--- config.mk ---
export PLATFORM = sky130hd
export DESIGN_NAME = dda_line_rasterizer
export DESIGN_NICKNAME = d
export VERILOG_FILES = /design/src/design/dlr_pkg.sv /design/src/design/dlr_ctrl.sv /design/src/design/dlr_datapath.sv /design/src/design/dda_line_rasterizer.sv
export VERILOG_INCLUDE_DIRS = /design/src /design/src/design
export SDC_FILE = /design/constraint.sdc
export NUM_CORES = 2
export LEC_CHECK = 0
export BUFFER_PORTS_ARGS = -buffer_cell sky130_fd_sc_hd__buf_4
export CORE_MARGIN = 10
export CORE_UTILIZATION = 66
export CTS_BUF_LIST = sky130_fd_sc_hd__clkbuf_8
export CTS_CLUSTER_SIZE = 20
export DETAILED_ROUTE_END_ITERATION = 6
export PLACE_DENSITY = 0.84
export SYNTH_ARGS = -nofsm -noshare
export SYNTH_HDL_FRONTEND = slang
export SYNTH_SLANG_ARGS = --single-unit
--- constraint.sdc ---
create_clock -name clk -period 11.9 [get_ports clk]
set_input_delay 3.57 -clock clk [delete_from_list [all_inputs] [get_ports clk]]
set_output_delay 3.57 -clock clk [all_outputs]
set_load 0.01 [all_outputs]
--- src/design/dda_line_rasterizer_macros.svh ---
// Assertion macros shared by the line rasterizer RTL.
`ifndef DDA_LINE_RASTERIZER_MACROS_SVH
`define DDA_LINE_RASTERIZER_MACROS_SVH

// Antecedent implies consequent in the same cycle.
`define DLR_ASSERT_SAME(label, ante, cons) \
	label: assert property (@(posedge clk) disable iff (!arst_n) (ante) |-> (cons)) \
		else $error("assertion failed");

// Antecedent implies consequent in the following cycle.
`define DLR_ASSERT_NEXT(label, ante, cons) \
	label: assert property (@(posedge clk) disable iff (!arst_n) (ante) |=> (cons)) \
		else $error("assertion failed");

`endif

--- src/design/dlr_pkg.sv ---
// Shared types and constants of the line rasterizer.
`default_nettype none
package dlr_pkg;
	localparam int COORD_FRAC_BITS = 8;
	localparam int STEP_FRAC_BITS  = 16;
	localparam int ROOT_ITERS      = 29;
	localparam int DIV_ITERS       = 17;
	localparam logic [12:0] WIDTH_RESET  = 13'd640;
	localparam logic [12:0] HEIGHT_RESET = 13'd480;

	localparam logic [1:0] REG_IMAGE_WIDTH  = 2'd0;
	localparam logic [1:0] REG_IMAGE_HEIGHT = 2'd1;

	// Commands from controller to datapath.
	typedef struct packed {
		logic load;
		logic step;
		logic sq_first;
		logic sq_second;
		logic root_init;
		logic root_iter;
		logic div_init;
		logic div_iter;
		logic div_sel_y;
		logic div_store;
		logic finish;
	} cmd_t;

	// Status from datapath to controller.
	typedef struct packed {
		logic out_free;
		logic q_zero;
	} stat_t;
endpackage
`default_nettype wire

--- src/design/dlr_ctrl.sv ---
// Controller state machine sequencing loads and steps.
`default_nettype none
module dlr_ctrl (
	input  wire logic          clk,
	input  wire logic          arst_n,
	input  wire logic          in_valid,
	input  wire logic          in_mode,
	output logic               in_ready,
	input  wire dlr_pkg::stat_t stat,
	output dlr_pkg::cmd_t      cmd
);
	import dlr_pkg::*;

	localparam logic [2:0] ST_IDLE = 3'd0;
	localparam logic [2:0] ST_SQX  = 3'd1;
	localparam logic [2:0] ST_SQY  = 3'd2;
	localparam logic [2:0] ST_ROOT = 3'd3;
	localparam logic [2:0] ST_DIVX = 3'd4;
	localparam logic [2:0] ST_DIVY = 3'd5;
	localparam logic [2:0] ST_FIN  = 3'd6;

	localparam logic [4:0] ROOT_LAST = 5'(ROOT_ITERS);
	localparam logic [4:0] DIV_LAST  = 5'(DIV_ITERS + 1);

	logic [2:0] state_q, state_d;
	logic [4:0] cnt_q, cnt_d;
	logic       fire;

	assign in_ready = (state_q == ST_IDLE) && stat.out_free;
	assign fire     = in_valid && in_ready;

	// Next state and commands
	always_comb begin
		state_d = state_q;
		cnt_d   = cnt_q;
		cmd     = '0;
		case (state_q)
			ST_IDLE: begin
				if (fire && !in_mode) begin
					cmd.load = 1'b1;
					state_d  = ST_SQX;
				end else if (fire) begin
					cmd.step = 1'b1;
				end
			end
			ST_SQX: begin
				cmd.sq_first = 1'b1;
				state_d      = ST_SQY;
			end
			ST_SQY: begin
				cmd.sq_second = 1'b1;
				cnt_d         = '0;
				state_d       = ST_ROOT;
			end
			ST_ROOT: begin
				cmd.root_init = (cnt_q == '0);
				cmd.root_iter = (cnt_q != '0);
				if (cnt_q == ROOT_LAST) begin
					cnt_d   = '0;
					state_d = ST_DIVX;
				end else begin
					cnt_d = cnt_q + 5'd1;
				end
			end
			ST_DIVX, ST_DIVY: begin
				cmd.div_sel_y = (state_q == ST_DIVY);
				cmd.div_init  = (cnt_q == '0);
				cmd.div_store = (cnt_q == DIV_LAST);
				cmd.div_iter  = (cnt_q != '0) && (cnt_q != DIV_LAST);
				if (cnt_q == DIV_LAST) begin
					cnt_d   = '0;
					state_d = (state_q == ST_DIVX) ? ST_DIVY : ST_FIN;
				end else begin
					cnt_d = cnt_q + 5'd1;
				end
			end
			ST_FIN: begin
				if (stat.out_free) begin
					cmd.finish = 1'b1;
					state_d    = ST_IDLE;
				end
			end
			default: begin
				state_d = ST_IDLE;
			end
		endcase
	end

	// Hold state and counter
	always_ff @(posedge clk or negedge arst_n) begin
		if (!arst_n) begin
			state_q <= ST_IDLE;
			cnt_q   <= '0;
		end else begin
			state_q <= state_d;
			cnt_q   <= cnt_d;
		end
	end
endmodule
`default_nettype wire

--- src/design/dlr_datapath.sv ---
// Datapath: line state, squares, square root, divider and output register.
`default_nettype none
module dlr_datapath (
	input  wire logic          clk,
	input  wire logic          arst_n,
	input  wire dlr_pkg::cmd_t cmd,
	output dlr_pkg::stat_t     stat,
	input  wire logic          cfg_we,
	input  wire logic [1:0]    cfg_index,
	input  wire logic [12:0]   cfg_data,
	input  wire logic [103:0]  in_data,
	output logic [47:0]        out_data,
	output logic               out_pixel_valid,
	output logic               out_line_done,
	output logic               out_valid,
	input  wire logic          out_ready
);
	import dlr_pkg::*;

	localparam int POS_SHIFT = STEP_FRAC_BITS - COORD_FRAC_BITS;

	logic [12:0]        width_q, height_q;
	logic signed [31:0] pos_x_q, pos_y_q;
	logic signed [17:0] step_x_q, step_y_q;
	logic [12:0]        steps_left_q;
	logic [23:0]        line_colour_q;
	logic signed [20:0] dx_q, dy_q;
	logic [41:0]        sq_q;
	logic [57:0]        rad_q;
	logic [30:0]        rem_q;
	logic [28:0]        root_q;
	logic [44:0]        div_r_q, dsh_q;
	logic [16:0]        quo_q;
	logic               sat_q, neg_q;
	logic [47:0]        out_data_q;
	logic               out_pv_q, out_ld_q, out_valid_q;

	logic signed [19:0] xs, ys, xe, ye;
	logic signed [20:0] mul_a;
	logic signed [41:0] prod;
	logic [32:0]        rem_next, trial;
	logic [21:0]        rc;
	logic [13:0]        steps_full;
	logic [20:0]        mag;
	logic [44:0]        numer;
	logic [16:0]        q_sat;
	logic signed [17:0] step_new;
	logic signed [31:0] pos_nx, pos_ny;
	logic               in_img;
	logic [12:0]        steps_dec;

	assign xs = in_data[19:0];
	assign ys = in_data[39:20];
	assign xe = in_data[59:40];
	assign ye = in_data[79:60];

	assign stat.out_free = !out_valid_q || out_ready;
	assign stat.q_zero   = (sq_q == '0);

	// Squares through one shared multiplier
	assign mul_a = cmd.sq_first ? dx_q : dy_q;
	assign prod  = mul_a * mul_a;

	// One root bit per cycle
	assign rem_next = {rem_q, rad_q[57:56]};
	assign trial    = {2'b00, root_q, 2'b01};

	// Ceiling of the length in whole pixels
	assign rc         = {1'b0, root_q[28:8]} + {21'd0, (rem_q != '0)};
	assign steps_full = 14'((rc + 22'd255) >> COORD_FRAC_BITS);

	// Divider operands
	assign mag   = cmd.div_sel_y ? (dy_q[20] ? 21'(-dy_q) : 21'(dy_q))
	                             : (dx_q[20] ? 21'(-dx_q) : 21'(dx_q));
	assign numer = {mag, 24'd0};
	assign q_sat = (sat_q || quo_q > 17'h10000) ? 17'h10000 : quo_q;
	assign step_new = neg_q ? -$signed({1'b0, q_sat}) : $signed({1'b0, q_sat});

	// Next position and bounds test
	assign pos_nx    = pos_x_q + 32'(step_x_q);
	assign pos_ny    = pos_y_q + 32'(step_y_q);
	assign steps_dec = steps_left_q - 13'd1;
	assign in_img    = !pos_nx[31] && !pos_ny[31]
	                && (pos_nx[31:28] == '0) && (pos_ny[31:28] == '0)
	                && ({1'b0, pos_nx[27:16]} < width_q)
	                && ({1'b0, pos_ny[27:16]} < height_q);

	// Configuration registers
	always_ff @(posedge clk or negedge arst_n) begin
		if (!arst_n) begin
			width_q  <= WIDTH_RESET;
			height_q <= HEIGHT_RESET;
		end else if (cfg_we) begin
			case (cfg_index)
				REG_IMAGE_WIDTH:  width_q  <= cfg_data;
				REG_IMAGE_HEIGHT: height_q <= cfg_data;
				default: ;
			endcase
		end
	end

	// Line state
	always_ff @(posedge clk or negedge arst_n) begin
		if (!arst_n) begin
			pos_x_q       <= '0;
			pos_y_q       <= '0;
			step_x_q      <= '0;
			step_y_q      <= '0;
			steps_left_q  <= '0;
			line_colour_q <= '0;
		end else begin
			if (cmd.load) begin
				pos_x_q       <= 32'(xs) <<< POS_SHIFT;
				pos_y_q       <= 32'(ys) <<< POS_SHIFT;
				line_colour_q <= {in_data[87:80], in_data[95:88], in_data[103:96]};
			end
			if (cmd.step && steps_left_q != '0) begin
				pos_x_q      <= pos_nx;
				pos_y_q      <= pos_ny;
				steps_left_q <= steps_dec;
			end
			if (cmd.div_store && !cmd.div_sel_y) step_x_q <= step_new;
			if (cmd.div_store && cmd.div_sel_y)  step_y_q <= step_new;
			if (cmd.finish) begin
				if (stat.q_zero) begin
					step_x_q     <= '0;
					step_y_q     <= '0;
					steps_left_q <= '0;
				end else begin
					steps_left_q <= steps_full[12:0];
				end
			end
		end
	end

	// Deltas, squares, root and divider working registers
	always_ff @(posedge clk) begin
		if (cmd.load) begin
			dx_q <= 21'(xe) - 21'(xs);
			dy_q <= 21'(ye) - 21'(ys);
		end
		if (cmd.sq_first)  sq_q <= 42'(prod);
		if (cmd.sq_second) sq_q <= sq_q + 42'(prod);
		if (cmd.root_init) begin
			rad_q  <= {sq_q, 16'd0};
			rem_q  <= '0;
			root_q <= '0;
		end else if (cmd.root_iter) begin
			rad_q <= {rad_q[55:0], 2'b00};
			if (rem_next >= trial) begin
				rem_q  <= 31'(rem_next - trial);
				root_q <= {root_q[27:0], 1'b1};
			end else begin
				rem_q  <= rem_next[30:0];
				root_q <= {root_q[27:0], 1'b0};
			end
		end
		if (cmd.div_init) begin
			div_r_q <= numer;
			dsh_q   <= {root_q, 16'd0};
			quo_q   <= '0;
			sat_q   <= {1'b0, numer} >= {root_q, 17'd0};
			neg_q   <= cmd.div_sel_y ? dy_q[20] : dx_q[20];
		end else if (cmd.div_iter) begin
			dsh_q <= dsh_q >> 1;
			if (div_r_q >= dsh_q) begin
				div_r_q <= div_r_q - dsh_q;
				quo_q   <= {quo_q[15:0], 1'b1};
			end else begin
				quo_q   <= {quo_q[15:0], 1'b0};
			end
		end
	end

	// Output register: load when a result is issued, drop when taken
	always_ff @(posedge clk or negedge arst_n) begin
		if (!arst_n) begin
			out_valid_q <= 1'b0;
		end else if (cmd.step || cmd.finish) begin
			out_valid_q <= 1'b1;
		end else if (out_ready) begin
			out_valid_q <= 1'b0;
		end
	end

	always_ff @(posedge clk) begin
		if (cmd.finish) begin
			out_data_q <= '0;
			out_pv_q   <= 1'b0;
			out_ld_q   <= stat.q_zero || (steps_full[12:0] == '0);
		end else if (cmd.step) begin
			if (steps_left_q != '0 && in_img) begin
				out_data_q <= {line_colour_q[7:0], line_colour_q[15:8],
				               line_colour_q[23:16], pos_ny[27:16], pos_nx[27:16]};
				out_pv_q   <= 1'b1;
			end else begin
				out_data_q <= '0;
				out_pv_q   <= 1'b0;
			end
			out_ld_q <= (steps_left_q == '0) || (steps_dec == '0);
		end
	end

	assign out_data        = out_data_q;
	assign out_pixel_valid = out_pv_q;
	assign out_line_done   = out_ld_q;
	assign out_valid       = out_valid_q;
endmodule
`default_nettype wire

--- src/design/dda_line_rasterizer.sv ---
// Top level of the unit-step DDA line rasterizer.
// Input stream: tuser is the item kind (0 load a segment, 1 take one step);
// tdata carries both endpoints (signed Q12.8) and three 8-bit colours.
// Output stream: one result per input item; tdata carries the pixel
// coordinates and colour, tuser marks a pixel write inside the image, and
// tlast is high when no steps of the current line remain.
// A step item is accepted in any cycle the output register is free or being
// emptied, and its result appears the next cycle: one pixel per cycle.
// A load item takes two squarings on the shared multiplier, the bit-serial
// square root and two restoring-divider runs for the x and y unit steps,
// then issues its result once the output register is free; input is not
// accepted meanwhile. Image size is set through the write port (index 0
// width, 1 height); the user must write it only while idle, which the block
// does not enforce. Reset returns the sizes to 640 by 480 and clears the line
// state, so steps give invalid results with tlast set until a line is loaded.
// When the receiver stalls, the result is held and no new item is taken.
`default_nettype none
module dda_line_rasterizer (
	input  wire logic         clk,
	input  wire logic         arst_n,
	input  wire logic         s_axis_tvalid,
	output logic              s_axis_tready,
	// x_start, y_start, x_end, y_end, red, green, blue
	input  wire logic [103:0] s_axis_tdata,
	// mode
	input  wire logic         s_axis_tuser,
	output logic              m_axis_tvalid,
	input  wire logic         m_axis_tready,
	// pixel_x, pixel_y, out_red, out_green, out_blue
	output logic [47:0]       m_axis_tdata,
	// pixel_valid
	output logic              m_axis_tuser,
	output logic              m_axis_tlast,
	input  wire logic         cfg_we,
	input  wire logic [1:0]   cfg_index,
	input  wire logic [12:0]  cfg_data
);
	import dlr_pkg::*;

	`include "dda_line_rasterizer_macros.svh"

	cmd_t  cmd;
	stat_t stat;

	dlr_ctrl u_ctrl (
		.clk      (clk),
		.arst_n   (arst_n),
		.in_valid (s_axis_tvalid),
		.in_mode  (s_axis_tuser),
		.in_ready (s_axis_tready),
		.stat     (stat),
		.cmd      (cmd)
	);

	dlr_datapath u_dp (
		.clk             (clk),
		.arst_n          (arst_n),
		.cmd             (cmd),
		.stat            (stat),
		.cfg_we          (cfg_we),
		.cfg_index       (cfg_index),
		.cfg_data        (cfg_data),
		.in_data         (s_axis_tdata),
		.out_data        (m_axis_tdata),
		.out_pixel_valid (m_axis_tuser),
		.out_line_done   (m_axis_tlast),
		.out_valid       (m_axis_tvalid),
		.out_ready       (m_axis_tready)
	);

	// Ready only with room in the output register
	`DLR_ASSERT_SAME(a_ready_room, s_axis_tready, !m_axis_tvalid || m_axis_tready)
	// A load blocks input in the following cycle
	`DLR_ASSERT_NEXT(a_load_busy, s_axis_tvalid && s_axis_tready && !s_axis_tuser, !s_axis_tready)
	// A step result is presented in the following cycle
	`DLR_ASSERT_NEXT(a_step_out, s_axis_tvalid && s_axis_tready && s_axis_tuser, m_axis_tvalid)
endmodule
`default_nettype wire
======== After elaboration in Yosys (flattened, before gate mapping) ========
Index checks and enable logic that the tools add are counted.
storage, ports and cells
  register bits ........................... 517
  output and inout bits ................... 52
  word-level logic and storage cells ...... 169
operators by class
  $add $sub $neg .......................... 14
  multiply operators ...................... 1
  order comparisons ....................... 6
  eq/ne operators ......................... 14
  multiplexer cells ....................... 57
  reductions and logical operators ........ 50
operators by type and width
  kind                 number
  $mux W45             5
  $mux W32             4
  $mux W18             7
  $mux W58             2
  $mux W21             4
  $mux W42             2
  $add A32 B18 Y32     2
  $mux W48             1
  $ge A45 B46 Y1       1
  $ge A45 B45 Y1       1
  $sub A45 B45 Y45     1
  $add A42 B42 Y42     1
  $logic_not A42 Y1    1
  $mul A21 B21 Y42     1
  $neg A21 Y21         2
  $sub A20 B20 Y21     2
  $logic_not A13 Y1    3
  $mux W13             3
  $ge A33 B31 Y1       1
  $mux W31             1
  $reduce_bool A31 Y1  1
  $sub A31 B31 Y31     1
  $lt A12 B13 Y1       2
  $add A21 B1 Y21      1
  other kinds (35)     92

======== Depth between registers and ports, before layout ========
  depth after elaboration ................. 10
  depth in mapped cells ................... 49
  depth with buffers taken out ............ 45

======== Hierarchy ========
From an unflattened synthesis, not the netlist that was laid out.
second synthesis, totals
  cells, all modules ...................... 5348
  area total of the unflattened synthesis .. 49178.4 um^2
by module, submodules not included
  module        times used  cells each  area each (um^2)
  dlr_datapath  1           5274        48532.8
  dlr_ctrl      1           74          645.6

======== Worst setup path before layout ========
Ideal clock, no wire load.
  kind .................................... reg-to-reg
  start ................................... register u_ctrl.state_q[2]
  end ..................................... register u_dp.sq_q[41], data pin
  library setup time ...................... 260 ps
  arrival ................................. 10221 ps
  data required time ...................... 11640 ps
  setup slack ............................. 1419 ps
  cell stages (with the launch flop) ...... 41
  period minus slack after synthesis ...... 10481 ps
  path through ............................ dfrtp_1 clkbuf_1 nor3b_1 clkbuf_1 buf_1 mux2_2 inv_1 clkbuf_1 nor2_1 fa_1 fa_1 inv_1 fa_1 inv_1 fa_1 ha_1 fa_1 fa_1 [... 5 more ...] a21bo_2 and2_1 o21ai_0 nand2b_1 xor2_1 ha_1 a21o_1 a21o_1 a21oi_1 o21ai_0 a21oi_1 o21ai_0 o41a_1 a221oi_1 o21ai_0 xnor2_1 nor2_1 xnor2_1
on the way
  longest elaborated chain between the ends .. 6
  elaborated cells on any way between the ends .. 9
RTL lines
  what                                          line                                      RTL
  start, declared                               dlr_ctrl.sv:25                            logic [2:0] state_q, state_d;
  start signal, assigned                        dlr_ctrl.sv:95                            state_q <= state_d;
  $eq A3 B1 Y1                                  dlr_ctrl.sv:37                            case (state_q)
  $mux W1                                       dlr_ctrl.sv:37
  $mux W21                                      dlr_datapath.sv:61                        assign mul_a = cmd.sq_first ? dx_q : dy_q;
  $mul A21 B21 Y42                              dlr_datapath.sv:62                        assign prod = mul_a * mul_a;
  $add A42 B42 Y42 or $mux W42 (tied branches)  dlr_datapath.sv:143, dlr_datapath.sv:142
  $mux W42 *                                    dlr_datapath.sv:143                       if (cmd.sq_second) sq_q <= sq_q + 42'(prod);
  end signal, assigned                          dlr_datapath.sv:142                       if (cmd.sq_first) sq_q <= 42'(prod);
  end signal, assigned                          dlr_datapath.sv:143
  end, declared                                 dlr_datapath.sv:28                        logic [41:0] sq_q;
Every way passes the cells marked *; elsewhere a longest branch is shown, timed or not. The select of a mux whose other input is x is not followed.
A chain may end at the register's enable or synchronous reset.

======== Worst setup path in the final report ========
  start ................................... register u_ctrl.state_q[2]
  end ..................................... register u_dp.sq_q[40], data pin
The elaborated chain is that of the path after synthesis.

==> results.py <==
metrics = {
    "timing": {
        "relSlewSlack": 0.265,
        "post-route-min-period_ns": 11.06,
        "finalClockSkew_ns": 0.0901,
        "finalCritPeriodShare": 0.930,
        "tightest_slew_ns": 1.10,
        "tns_ns": 0,
        "finalSetupViolCount": 0,
        "fmaxAchievable_mhz": 90.4,
        "setup_slack_ns": 0.836,
        "rsz0062_at_grt": "no",
        "hold_viol": 0,
        "slew_violations": 0,
    },
    "worst_setup_path": {
        "endpoint_kind": "flip-flop",
        "crit_path_start_kind": "flip-flop",
        "crit_type": "flip-flop to flip-flop",
        "cp_slowest_cell": "fa_1",
        "cp.required_ns": 12.32,
        "crit_start": "u_ctrl.state_q[2]",
        "arrival_ns": 11.48,
        "r2r_start": "u_ctrl.state_q[2]",
        "cp_slowest_stage_delay_ns": 0.54,
        "crit_fanout": 26,
    },
    "finish": {
        "drive_gt1_frac": 0.0940,
        "n_fill_cell": 5347,
        "final_cell_mix": "inv_1 (851), nand2_1 (611), fa_1 (426)",
        "fin_cells": 6431,
        "layout.nets": 6344,
        "final_util": 0.726,
        "final_common_cell": "inv_1",
        "multi_input_area_um2": 30900,
        "regArea_um2": 13000,
        "syn_to_final_growth_pct": 9.06,
    },
    "synth": {
        "synth.top_cell.area_share": 0.180,
        "synth_seq_cells": 517,
        "yosysWarnings": 0,
        "netlist_instances": 5242,
        "synth.area.top_cells": "fa_1 (18%), edfxtp_1 (11%), ha_1 (10%), dfrtp_1 (8.7%), dfxtp_1 (7.0%)",
        "yosysTopAreaCell": "fa_1",
        "syn_nets": 6186,
        "ys_async_sr_fraction": 0.333,
        "synth_cell_types": 86,
        "avgSynthCellArea_um2": 9.06,
        "synth-edff-count": 179,
        "yosysSeqAreaShare": 0.274,
        "synth_ff_type": "edfxtp_1",
        "syn_area_um2": 47500,
    },
    "global_routing": {
        "grt_antenna_before_repair": 3,
        "grt_pass1_wl_um": 207000,
        "grt_pass1_vias": 39400,
        "overflow": 0,
        "track_usage": 0.309,
        "grt_max_degree": 104,
    },
    "drt": {
        "wl_um": 128000,
        "firstDrtPassIters": 6,
        "drc": 0,
        "vias": 38900,
        "wire_per_inst_um": 19.8,
        "final_antenna_net_count": 0,
        "first_iter_violations": 3870,
        "vias_per_cell": 6.04,
    },
    "clock_tree": {
        "clock-root-buffer": "clkbuf_8",
        "ctsLongestPathBuffers": 3,
        "cts_setup_buffers": 0,
        "cts_hold_buffers": 0,
        "path_clk_slew_ns": 0.06,
        "h-tree-depth": 3,
        "numCtsBuffers": 94,
        "cts_tree": "yes",
        "insertion_delay_ns": 0.74,
        "clock-sinks": 517,
    },
    "placement": {
        "hpwl_um": 98700,
        "place_inst": 6254,
        "numPortBuffers": 176,
        "place_congestion": 0.976,
        "place_ws_ns": 0.924,
    },
    "floorplanning": {
        "initial_core_util": 0.665,
        "fp.dieW_um": 288,
        "core_um2": 71400,
        "fp-row-count": 98,
        "die_h_um": 288,
        "io_pins": 177,
        "fp.dieArea_um2": 83100,
    },
    "outcome": {
        "status": "finished, final reports clean",
    },
    "worst_hold_path": {
        "min_from": "u_dp.dsh_q[5]",
        "hold_path.class": "flip-flop to flip-flop",
    },
    "flow_run": {
        "cap_viol_max_count": 0,
    },
}
-- sequential cells by signal, indices dropped and copies added, names as in the netlist, 24 cells and up --
| register | count |
|---|---|
| u_dp.div_r_q | 45 |
| u_dp.rem_q | 31 |
| u_dp.line_colour_q | 24 |
| u_dp.out_data | 48 |
| u_dp.pos_x_q | 32 |
| u_dp.rad_q | 42 |
| u_dp.sq_q | 42 |
| u_dp.root_q | 29 |
| u_dp.pos_y_q | 32 |
| u_dp.dsh_q | 45 |
-- routing by layer --
metal	global-route usage	vias up	routed length, µm
li1	-	17900	-
met1	0.403	18700	51100
met4	0.126	4	5590
met3	0.0645	363	12000
met5	0	-	40
met2	0.498	1812	58800
-- synthesized netlist by cell type, drive strengths merged (7+ instances only) --
master   instances
or2             12
a22oi           27
a2111oi         10
and2            21
mux2            77
xnor2          185
a31o            18
dfrtp          166
clkinv           7
nor2           300
fa             426
nand3          100
o211ai          15
ha             393
mux2i           29
o31ai           23
dfxtp          166
a22o            29
nand2          612
xor2           132
nor3b            8
o21bai          25
clkbuf         131
o21a            33
o41ai            7
and3            29
nor2b           39
nand2b          48
edfxtp         179
a221o           11
a31oi           34
o21ai          335
a211oi          38
nor3            45
nand4           31
o22ai           70
a21boi          12
a21o           131
nor4            34
or3             30
inv            814
a211o            7
buf             27
a21oi          290
-- final cells by class --
class | count | area share
multi-input combinational | 3746 | 0.596
sequential | 517 | 0.251
timing repair buffer | 220 | 0.0320
inverter | 821 | 0.0597
clock buffer | 107 | 0.0284
tap | 950 | 0.0230
antenna | 2 | 0.0000966
clock inverter | 68 | 0.00988
-- worst max-delay path, delay by kind of cell, from the launching register on --
family	cells	cell delay (ns)
adder cells (fa/ha/maj)	9	4.23
XOR/XNOR	2	0.45
buffers and inverters	8	1.14
AND/OR/NAND/NOR	2	0.41
multiplexers	1	0.48
AO/OA/AOI/OAI	15	3.55
flip-flops	1	0.51
-- final timing paths --
kind,to,slack (ns),depth (start not counted)
max,u_dp.sq_q[40],0.84,37
min,u_dp.dsh_q[4],0.45,2
max reg2reg,u_dp.sq_q[40],0.84,37
min reg2reg,u_dp.dsh_q[4],0.45,2
max in group asynchronous,u_dp.width_q[6],7.38,2
min in group asynchronous,u_dp.pos_x_q[13],2.93,1
-- repair_timing --
item	CTS	global route
resized for setup	0	2
endpoints found under the hold margin	0	0
setup endpoints to repair	0	1
-- metrics by stage --
stage | instance area (µm²) | hold slack [ns]
after floorplan | 47500 | 0.432
after global placement | 49800 | 0.432
after detailed placement | 49800 | 0.444
after CTS | 51800 | 0.451
after global routing | 51800 | 0.478
final | 51800 | 0.449
-- cells by family (layout without fill, tap and decap cells) --
| logic type | count (synthesis) | after routing | share of synthesized area |
|---|---|---|---|
| AO/OA/AOI/OAI | 1165 | 1165 | 0.156 |
| XOR/XNOR | 317 | 317 | 0.0585 |
| adder cells (fa/ha/maj) | 819 | 819 | 0.283 |
| buffers and inverters | 979 | 1216 | 0.0778 |
| flip-flops | 517 | 517 | 0.274 |
| multiplexers | 106 | 106 | 0.0244 |
| other | 0 | 2 | 0 |
| AND/OR/NAND/NOR | 1339 | 1339 | 0.127 |
Power is left out: the tool's default activity adds up to more than one toggle a clock period on the data nets, which glitch-free logic cannot reach.
